===== src/three_cpu_mailbox_port_decoder_core_assert.svh =====
// ---------------------------------------------------------------------------
// Assertion macros for the three-processor mailbox port decoder.
// Each macro expands to one labeled concurrent assertion that is disabled
// while reset is high.
// ---------------------------------------------------------------------------
`ifndef THREE_CPU_MAILBOX_PORT_DECODER_CORE_ASSERT_SVH
`define THREE_CPU_MAILBOX_PORT_DECODER_CORE_ASSERT_SVH

// Consequent must hold in the same cycle as the antecedent.
`define TCMPD_ASSERT_NOW(label, clk, rst, ante, cons, msg) \
   label: assert property (@(posedge clk) disable iff (rst) (ante) |-> (cons)) \
      else $error(msg);

// Consequent must hold in the cycle after the antecedent.
`define TCMPD_ASSERT_NEXT(label, clk, rst, ante, cons, msg) \
   label: assert property (@(posedge clk) disable iff (rst) (ante) |=> (cons)) \
      else $error(msg);

`endif


===== src/tcmpd_pkg.sv =====
// ---------------------------------------------------------------------------
// tcmpd_pkg
// Types and codes shared by the mailbox port decoder: transaction payloads,
// processor and access codes, port addresses and configuration indexes.
// ---------------------------------------------------------------------------
package tcmpd_pkg;

   // Issuing processor codes.
   localparam logic [1:0] CPU_MAIN   = 2'd0;
   localparam logic [1:0] CPU_SPRITE = 2'd1;
   localparam logic [1:0] CPU_ROTATE = 2'd2;

   // Access direction codes.
   localparam logic REQ_READ  = 1'b0;
   localparam logic REQ_WRITE = 1'b1;

   // Main processor ports.
   localparam logic [7:0] PORT_SOUND_LAST  = 8'h05;
   localparam logic [7:0] PORT_ROTATE_BOX  = 8'h10;
   localparam logic [7:0] PORT_SPRITE_BOX  = 8'h20;
   localparam logic [7:0] PORT_PLAYER1     = 8'h30;
   localparam logic [7:0] PORT_PLAYER2     = 8'h31;
   localparam logic [7:0] PORT_DIP_A       = 8'h32;
   localparam logic [7:0] PORT_DIP_B       = 8'h33;
   localparam logic [7:0] PORT_DIP_SPARE0  = 8'h34;
   localparam logic [7:0] PORT_DIP_SPARE1  = 8'h35;
   localparam logic [7:0] PORT_SYSTEM      = 8'h36;
   localparam logic [7:0] PORT_STATUS      = 8'h37;

   // Sub processor ports.
   localparam logic [7:0] PORT_SPRITE_MBOX = 8'h80;
   localparam logic [7:0] PORT_ROTATE_MBOX = 8'h40;
   localparam logic [7:0] PORT_BANK        = 8'h00;
   localparam logic [7:0] PORT_WRAP1       = 8'h10;
   localparam logic [7:0] PORT_ENABLE0     = 8'h12;
   localparam logic [7:0] PORT_ENABLE1     = 8'h13;
   localparam logic [7:0] PORT_WRAP0       = 8'h14;
   localparam logic [7:0] PORT_PALETTE     = 8'h50;

   localparam logic [7:0] BYTE_ALL_ONES    = 8'hff;

   // Configuration register indexes.
   localparam int unsigned CSR_INDEX_W = 1;
   localparam logic [CSR_INDEX_W-1:0] CSR_DIP_A = 1'b0;
   localparam logic [CSR_INDEX_W-1:0] CSR_DIP_B = 1'b1;

   // Input transaction.
   typedef struct packed {
      logic [1:0] cpu_sel;
      logic       req_type;
      logic [7:0] port_addr;
      logic [7:0] wdata;
      logic [7:0] player1_bits;
      logic [7:0] player2_bits;
      logic [7:0] system_bits;
   } req_payload_type;

   // Result transaction.
   typedef struct packed {
      logic [7:0] rdata;
      logic       main_irq;
      logic       sprite_irq;
      logic       rotate_irq;
      logic [3:0] rom_bank;
      logic [1:0] layer_enable;
      logic [1:0] wrap_enable;
      logic [7:0] palette_bank;
      logic       sound_strobe;
      logic [2:0] sound_chip;
   } rsp_payload_type;

endpackage


===== src/three_cpu_mailbox_port_decoder_core.sv =====
// ---------------------------------------------------------------------------
// three_cpu_mailbox_port_decoder_core
// The result of an accepted transaction is registered and valid in the next cycle.
// Throughput: one transaction per cycle while results are taken, set by the single result register.
// Reset clears all mailboxes, flags and latched bytes; DIP banks reset to 0xff.
// ---------------------------------------------------------------------------
`include "three_cpu_mailbox_port_decoder_core_assert.svh"

module three_cpu_mailbox_port_decoder_core
   import tcmpd_pkg::*;
(
   input  logic                   clock,
   input  logic                   reset,
   input  logic                   req_valid,
   output logic                   req_ready,
   input  req_payload_type        req_payload,
   output logic                   rsp_valid,
   input  logic                   rsp_ready,
   output rsp_payload_type        rsp_payload,
   input  logic                   csr_wr_en,
   input  logic [CSR_INDEX_W-1:0] csr_index,
   input  logic [7:0]             csr_wdata
);

   // State registers and their next values.
   logic [7:0]      dip_a_ff, dip_b_ff;
   logic [7:0]      to_sprite_box_ff, to_sprite_box_in;
   logic [7:0]      to_rotate_box_ff, to_rotate_box_in;
   logic [7:0]      from_sprite_box_ff, from_sprite_box_in;
   logic [7:0]      from_rotate_box_ff, from_rotate_box_in;
   logic [1:0]      reply_pending_ff, reply_pending_in;
   logic [1:0]      sub_irq_lines_ff, sub_irq_lines_in;
   logic [7:0]      bank_byte_ff, bank_byte_in;
   logic [3:0]      layer_wrap_bits_ff, layer_wrap_bits_in;
   logic [7:0]      palette_byte_ff, palette_byte_in;
   logic            rsp_valid_ff;
   rsp_payload_type rsp_payload_ff, rsp_payload_in;
   logic            req_fire;
   logic            inv_bit;
   logic            is_wr;
   logic [7:0]      port;
   logic [7:0]      rd;
   logic            strobe;
   logic [2:0]      chip;

   // The result register frees up whenever its transaction is taken.
   assign req_ready   = !rsp_valid_ff || rsp_ready;
   assign req_fire    = req_valid && req_ready;
   assign rsp_valid   = rsp_valid_ff;
   assign rsp_payload = rsp_payload_ff;

   assign is_wr   = (req_payload.req_type == REQ_WRITE);
   assign port    = req_payload.port_addr;
   assign inv_bit = ~req_payload.wdata[0];

   // Decode one access and compute the state after it.
   always_comb begin
      to_sprite_box_in   = to_sprite_box_ff;
      to_rotate_box_in   = to_rotate_box_ff;
      from_sprite_box_in = from_sprite_box_ff;
      from_rotate_box_in = from_rotate_box_ff;
      reply_pending_in   = reply_pending_ff;
      sub_irq_lines_in   = sub_irq_lines_ff;
      bank_byte_in       = bank_byte_ff;
      layer_wrap_bits_in = layer_wrap_bits_ff;
      palette_byte_in    = palette_byte_ff;
      rd                 = 8'h00;
      strobe             = 1'b0;
      chip               = 3'd0;

      case (req_payload.cpu_sel)
         CPU_MAIN: begin
            if (is_wr) begin
               if (port <= PORT_SOUND_LAST) begin
                  strobe = 1'b1;
                  chip   = port[2:0];
               end else if (port == PORT_ROTATE_BOX) begin
                  to_rotate_box_in    = req_payload.wdata;
                  sub_irq_lines_in[1] = 1'b1;
               end else if (port == PORT_SPRITE_BOX) begin
                  to_sprite_box_in    = req_payload.wdata;
                  sub_irq_lines_in[0] = 1'b1;
               end
            end else begin
               case (port)
                  PORT_ROTATE_BOX: begin
                     reply_pending_in[0] = 1'b0;
                     rd                  = from_rotate_box_ff;
                  end
                  PORT_SPRITE_BOX: begin
                     reply_pending_in[1] = 1'b0;
                     rd                  = from_sprite_box_ff;
                  end
                  PORT_PLAYER1:    rd = req_payload.player1_bits;
                  PORT_PLAYER2:    rd = req_payload.player2_bits;
                  PORT_DIP_A:      rd = dip_a_ff;
                  PORT_DIP_B:      rd = dip_b_ff;
                  PORT_DIP_SPARE0: rd = BYTE_ALL_ONES;
                  PORT_DIP_SPARE1: rd = BYTE_ALL_ONES;
                  PORT_SYSTEM:     rd = req_payload.system_bits;
                  PORT_STATUS:     rd = {6'd0, reply_pending_ff};
                  default:         rd = 8'h00;
               endcase
            end
         end
         CPU_SPRITE: begin
            if (port == PORT_SPRITE_MBOX) begin
               if (is_wr) begin
                  from_sprite_box_in  = req_payload.wdata;
                  reply_pending_in[1] = 1'b1;
               end else begin
                  sub_irq_lines_in[0] = 1'b0;
                  rd                  = to_sprite_box_ff;
               end
            end
         end
         CPU_ROTATE: begin
            // Writes decode the bank, wrap, enable, mailbox and palette ports; reads only the mailbox.
            if (is_wr) begin
               case (port)
                  PORT_BANK:     bank_byte_in          = req_payload.wdata;
                  PORT_WRAP1:    layer_wrap_bits_in[3] = inv_bit;
                  PORT_WRAP0:    layer_wrap_bits_in[2] = inv_bit;
                  PORT_ENABLE0:  layer_wrap_bits_in[0] = inv_bit;
                  PORT_ENABLE1:  layer_wrap_bits_in[1] = inv_bit;
                  PORT_ROTATE_MBOX: begin
                     from_rotate_box_in  = req_payload.wdata;
                     reply_pending_in[0] = 1'b1;
                  end
                  PORT_PALETTE:  palette_byte_in       = req_payload.wdata;
                  default: ;
               endcase
            end else if (port == PORT_ROTATE_MBOX) begin
               sub_irq_lines_in[1] = 1'b0;
               rd                  = to_rotate_box_ff;
            end
         end
         default: ;
      endcase

      // Result fields reflect the state after the access.
      rsp_payload_in.rdata        = rd;
      rsp_payload_in.main_irq     = |reply_pending_in;
      rsp_payload_in.sprite_irq   = sub_irq_lines_in[0];
      rsp_payload_in.rotate_irq   = sub_irq_lines_in[1];
      rsp_payload_in.rom_bank     = {bank_byte_in[4], bank_byte_in[5],
                                     bank_byte_in[6], bank_byte_in[7]};
      rsp_payload_in.layer_enable = layer_wrap_bits_in[1:0];
      rsp_payload_in.wrap_enable  = layer_wrap_bits_in[3:2];
      rsp_payload_in.palette_bank = palette_byte_in;
      rsp_payload_in.sound_strobe = strobe;
      rsp_payload_in.sound_chip   = chip;
   end

   // Mailbox and control state, updated on each accepted transaction.
   always_ff @(posedge clock) begin
      if (reset) begin
         to_sprite_box_ff   <= 8'h00;
         to_rotate_box_ff   <= 8'h00;
         from_sprite_box_ff <= 8'h00;
         from_rotate_box_ff <= 8'h00;
         reply_pending_ff   <= 2'b00;
         sub_irq_lines_ff   <= 2'b00;
         bank_byte_ff       <= 8'h00;
         layer_wrap_bits_ff <= 4'h0;
         palette_byte_ff    <= 8'h00;
      end else if (req_fire) begin
         to_sprite_box_ff   <= to_sprite_box_in;
         to_rotate_box_ff   <= to_rotate_box_in;
         from_sprite_box_ff <= from_sprite_box_in;
         from_rotate_box_ff <= from_rotate_box_in;
         reply_pending_ff   <= reply_pending_in;
         sub_irq_lines_ff   <= sub_irq_lines_in;
         bank_byte_ff       <= bank_byte_in;
         layer_wrap_bits_ff <= layer_wrap_bits_in;
         palette_byte_ff    <= palette_byte_in;
      end
   end

   // DIP switch configuration writes.
   always_ff @(posedge clock) begin
      if (reset) begin
         dip_a_ff <= BYTE_ALL_ONES;
         dip_b_ff <= BYTE_ALL_ONES;
      end else if (csr_wr_en) begin
         case (csr_index)
            CSR_DIP_A: dip_a_ff <= csr_wdata;
            CSR_DIP_B: dip_b_ff <= csr_wdata;
            default: ;
         endcase
      end
   end

   // Result register: loads on accept, empties when the transaction is taken.
   always_ff @(posedge clock) begin
      if (reset) begin
         rsp_valid_ff <= 1'b0;
      end else if (req_fire) begin
         rsp_valid_ff <= 1'b1;
      end else if (rsp_ready) begin
         rsp_valid_ff <= 1'b0;
      end
   end

   always_ff @(posedge clock) begin
      if (req_fire) begin
         rsp_payload_ff <= rsp_payload_in;
      end
   end

   // A sprite reply write must leave the main interrupt raised.
   `TCMPD_ASSERT_NEXT(a_sprite_reply_irq, clock, reset,
      req_fire && req_payload.cpu_sel == CPU_SPRITE && is_wr && port == PORT_SPRITE_MBOX,
      rsp_valid && rsp_payload.main_irq, "sprite reply did not raise main interrupt")

   // A main write to the sprite mailbox must raise the sprite interrupt.
   `TCMPD_ASSERT_NEXT(a_sprite_mail_irq, clock, reset,
      req_fire && req_payload.cpu_sel == CPU_MAIN && is_wr && port == PORT_SPRITE_BOX,
      rsp_valid && rsp_payload.sprite_irq, "sprite mailbox write did not raise irq")

   // Write transactions always return zero read data.
   `TCMPD_ASSERT_NEXT(a_write_rdata_zero, clock, reset,
      req_fire && is_wr,
      rsp_payload.rdata == 8'h00, "write transaction returned nonzero read data")

   // A stalled result must block new transactions.
   `TCMPD_ASSERT_NOW(a_stall_blocks, clock, reset,
      rsp_valid && !rsp_ready,
      !req_fire, "transaction accepted over a stalled result")

endmodule

===== config.mk =====
export PLATFORM = sky130hd
export DESIGN_NAME = three_cpu_mailbox_port_decoder_core
export DESIGN_NICKNAME = d
export VERILOG_FILES = /design/src/tcmpd_pkg.sv /design/src/three_cpu_mailbox_port_decoder_core.sv
export VERILOG_INCLUDE_DIRS = /design/src /design/src/src
export SDC_FILE = /design/constraint.sdc
export NUM_CORES = 1
export LEC_CHECK = 0
export ABC_AREA = 1
export BUFFER_PORTS_ARGS = -buffer_cell sky130_fd_sc_hd__buf_2
export CORE_ASPECT_RATIO = 2
export CORE_UTILIZATION = 40
export CTS_BUF_LIST = sky130_fd_sc_hd__clkbuf_2 sky130_fd_sc_hd__clkbuf_4 sky130_fd_sc_hd__clkbuf_8
export CTS_CLUSTER_DIAMETER = 60
export DETAILED_ROUTE_END_ITERATION = 10
export GPL_ROUTABILITY_DRIVEN = 0
export PLACE_DENSITY = 0.64
export SYNTH_ARGS = -nofsm -noshare
export SYNTH_HDL_FRONTEND = slang
export SYNTH_SLANG_ARGS = --single-unit
export TNS_END_PERCENT = 5

===== constraint.sdc =====
create_clock -name clock -period 4.3 [get_ports clock]
set_input_delay 0.645 -clock clock [delete_from_list [all_inputs] [get_ports clock]]
set_output_delay 0.645 -clock clock [all_outputs]
set_load 0.005 [all_outputs]

==> flow_summary.json <==
{
  "drv_cap": 0,
  "run_status": "finished clean",
  "initial_core_util_pct": 41.0,
  "drt_wl_total_microns": 13500,
  "clkTransAtPathRegs_ns": 0.10,
  "clockRootBuffer": "clkbuf_8",
  "hold_slack_ns": 0.459,
  "nFillCells": 1274,
  "seq_area_frac_synth_pct": 46.5,
  "async_flop_share_pct": 0,
  "grtUsageTotal_pct": 21.8,
  "core-area_sq_mm": 0.0121,
  "die_w_microns": 80.8,
  "numPortBuffers": 89,
  "final.min_clock_period_ns": 2.01,
  "rows": 57,
  "cp_top_family": "simple AND/OR/NAND/NOR gates",
  "cts.sinks": 100,
  "io_pins": 90,
  "required_ns": 4.54,
  "dpl.hpwl_microns": 10300,
  "max_stage_delay_ns": 0.56,
  "postSynthAreaPerCell_sq_um": 7.36,
  "whs_endpoint": "sub_irq_lines_ff[1]$_SDFFE_PP0P_",
  "vias": 4589,
  "route.antenna.remaining_nets": 0,
  "fin_tns_setup_ns": 0,
  "min_from": "sub_irq_lines_ff[1]$_SDFFE_PP0P_",
  "ys_types": 31,
  "synth_edf_count": 31,
  "post_cts_resized": 0,
  "synth_ff_type": "dfxtp_1",
  "criticalPathCategory": "in2reg",
  "worstMarginPinSlew_ns": 0.715,
  "grt_first_pass_wirelength_microns": 20900,
  "pre_cts_slack_ns": 1.93,
  "synth_warnings": 0,
  "fin_skew_ns": 0.0101,
  "hp-class": "reg2reg",
  "grt_max_degree": 57,
  "slowest_stage": "nor2_1",
  "setup_viol": 0,
  "synth_cells": 675,
  "cts_tree": "built",
  "die-area_sq_mm": 0.0129,
  "first_pass_iters": 5,
  "synth_top_area_share_pct": 27.8,
  "syn_to_final_growth_pct": 14.0,
  "met3WireLength_microns": 538,
  "power_density_mw_per_mm2": 324,
  "r2r-start": "rsp_valid$_SDFFE_PP0P_",
  "synth_most_common_cell": "nand2_1",
  "worstReg2RegEnd": "to_sprite_box_ff[6]$_SDFFE_PP0P_",
  "cts_made_buffers": 9,
  "leakagePower_nw": 2.75,
  "antenna_cells": 0,
  "finalHoldViolations": 0,
  "setup_ws_ns": 2.29,
  "overflow": 0,
  "min_period_over_period_pct": 46.7,
  "cp.arrival_ns": 2.25,
  "synth_largest_area_cell": "dfxtp_1",
  "max_freq_mhz": 498,
  "drc": 0,
  "h-tree-depth": 3,
  "top_layer_used": "met4",
  "path_cells": "buf_2, nor2_4, nand3_1, nor2_1, nand2_2, nand2_1, o21ai_1, nand3b_1",
  "routedWlPerCell_microns": 15.0,
  "r2r_slack_ns": 2.50,
  "die_h_microns": 160,
  "end_kind": "flip-flop",
  "synth.area.top_cells": "dfxtp_1, edfxtp_1, nand2_1, nand3_1, nor2_1",
  "grt_pass1_vias": 4406,
  "synth_nets": 732,
  "ir_drop_v": 0.000163,
  "r2r_cells": 7,
  "viasPerCell": 5.08,
  "cts_post_setup_buffers_inserted": 0,
  "crit_path_start_kind": "input pin",
  "crit_path_max_fanout": 11,
  "clk_path_buf_depth": 2,
  "rsz0062_at_grt": "false",
  "cts_hold_repair.buffers": 0,
  "maxSlewViolCount": 0,
  "ys_seq_elements": 100,
  "synth_common_cells": "nand2_1, nor2_1, inv_1",
  "antenna_found_initial": 0,
  "clk-insertion-delay-late_ns": 0.38,
  "worst-path-buf-inv": 1,
  "final_nets": 809,
  "met1_length_microns": 5020,
  "syn_area_sq_mm": 0.00497,
  "relSlewSlack_pct": 52.2,
  "holdPathStages": 2,
  "drt_iter0_markers": 180,
  "wl_met2_microns": 7040,
  "drive_above_1_share_pct": 18.6
}
-- registers in the layout (all words and copies together), names as in the netlist --
signal              count
dip_b_ff                8
layer_wrap_bits_ff      4
bank_byte_ff            4
reply_pending_ff        2
palette_byte_ff         8
rsp_payload            31
dip_a_ff                8
rsp_valid               1
from_rotate_box_ff      8
to_rotate_box_ff        8
from_sprite_box_ff      8
to_sprite_box_ff        8
sub_irq_lines_ff        2
-- stage by stage --
| stage | power [mW] | cell area (sq um) | std cells | utilization, % |
|---|---|---|---|---|
| after floorplan | 1.16 | 4970 | 675 | - |
| after global placement | 1.24 | 5470 | 888 | 45.1 |
| after detailed placement | 1.25 | 5470 | 888 | 45.1 |
| after CTS | 1.85 | 5660 | 904 | 46.7 |
| after global routing | 1.91 | 5660 | 904 | 46.7 |
| final | 1.83 | 5660 | 904 | 46.7 |
-- worst max-delay path by stage --
stage	startpoint	endpoint	slack, ns	depth (start not counted)
after floorplan	rsp_ready	rsp_payload[0]$_SDFFCE_PN0P_	2.34	5
after global placement	req_payload[37]	rsp_payload[22]$_DFFE_PP_	1.93	8
after detailed placement	req_payload[39]	rsp_payload[29]$_DFFE_PP_	1.93	8
after CTS	req_payload[39]	rsp_payload[29]$_DFFE_PP_	2.33	8
after global routing	req_payload[39]	rsp_payload[25]$_DFFE_PP_	2.09	8
final	req_payload[37]	rsp_payload[22]$_DFFE_PP_	2.29	8
-- tightest hold or removal path, stage by stage, from the launching register on --
cell and delay [ns]:
dfxtp_1 0.31, inv_1 0.06, a21oi_1 0.05
-- placed cells by master, fill, tap and decap left out, types with 3 or more instances in the layout --
| master | Yosys | layout |
|---|---|---|
| nor2_4 | 5 | 5 |
| a21oi_1 | 30 | 30 |
| nor3_1 | 13 | 13 |
| buf_2 | 10 | 89 |
| nand2_2 | 4 | 4 |
| nor2_2 | 4 | 5 |
| inv_1 | 85 | 85 |
| nand2_1 | 146 | 146 |
| nand2_4 | 3 | 3 |
| clkinv_2 | 1 | 3 |
| dfxtp_1 | 69 | 69 |
| clkbuf_8 | 0 | 9 |
| nor2_1 | 88 | 87 |
| nand3_1 | 81 | 81 |
| buf_4 | 1 | 4 |
| o21ai_0 | 46 | 46 |
| nand4_1 | 10 | 10 |
| o21ai_2 | 8 | 8 |
| o21ai_1 | 12 | 12 |
| edfxtp_1 | 31 | 31 |
-- power by group --
group | internal [mW] | switching (mW) | leakage, nW
registers | 1.02 | 0.0156 | 0.877
clock network | 0.276 | 0.331 | 0.0996
logic | 0.0666 | 0.128 | 1.77
-- final cells by class --
cell class	count	area [sq um]	share of cell area [%]
multi-input combinational	460	2160	38.2
timing repair buffer	93	475	8.39
clock buffer	10	131	2.32
clock inverter	6	65.1	1.15
sequential	100	2310	40.8
inverter	88	332	5.85
tap	147	184	3.25
-- logic make-up (layout without fill, tap and decap cells) --
family          count (synthesis)  in the layout  synth area share, %
compound gates                101            101                 11.1
buf+inv                       115            197                 9.95
flops                         100            100                 46.5
simple gates                  359            359                 32.5
-- layer usage --
metal  track usage [%]  up-vias
met3              3.94       54
met5                 0        -
met4              16.2        0
li1                  -     2334
met1              22.2     2057
met2              37.9      144
Power figures use the tool's default switching activity.
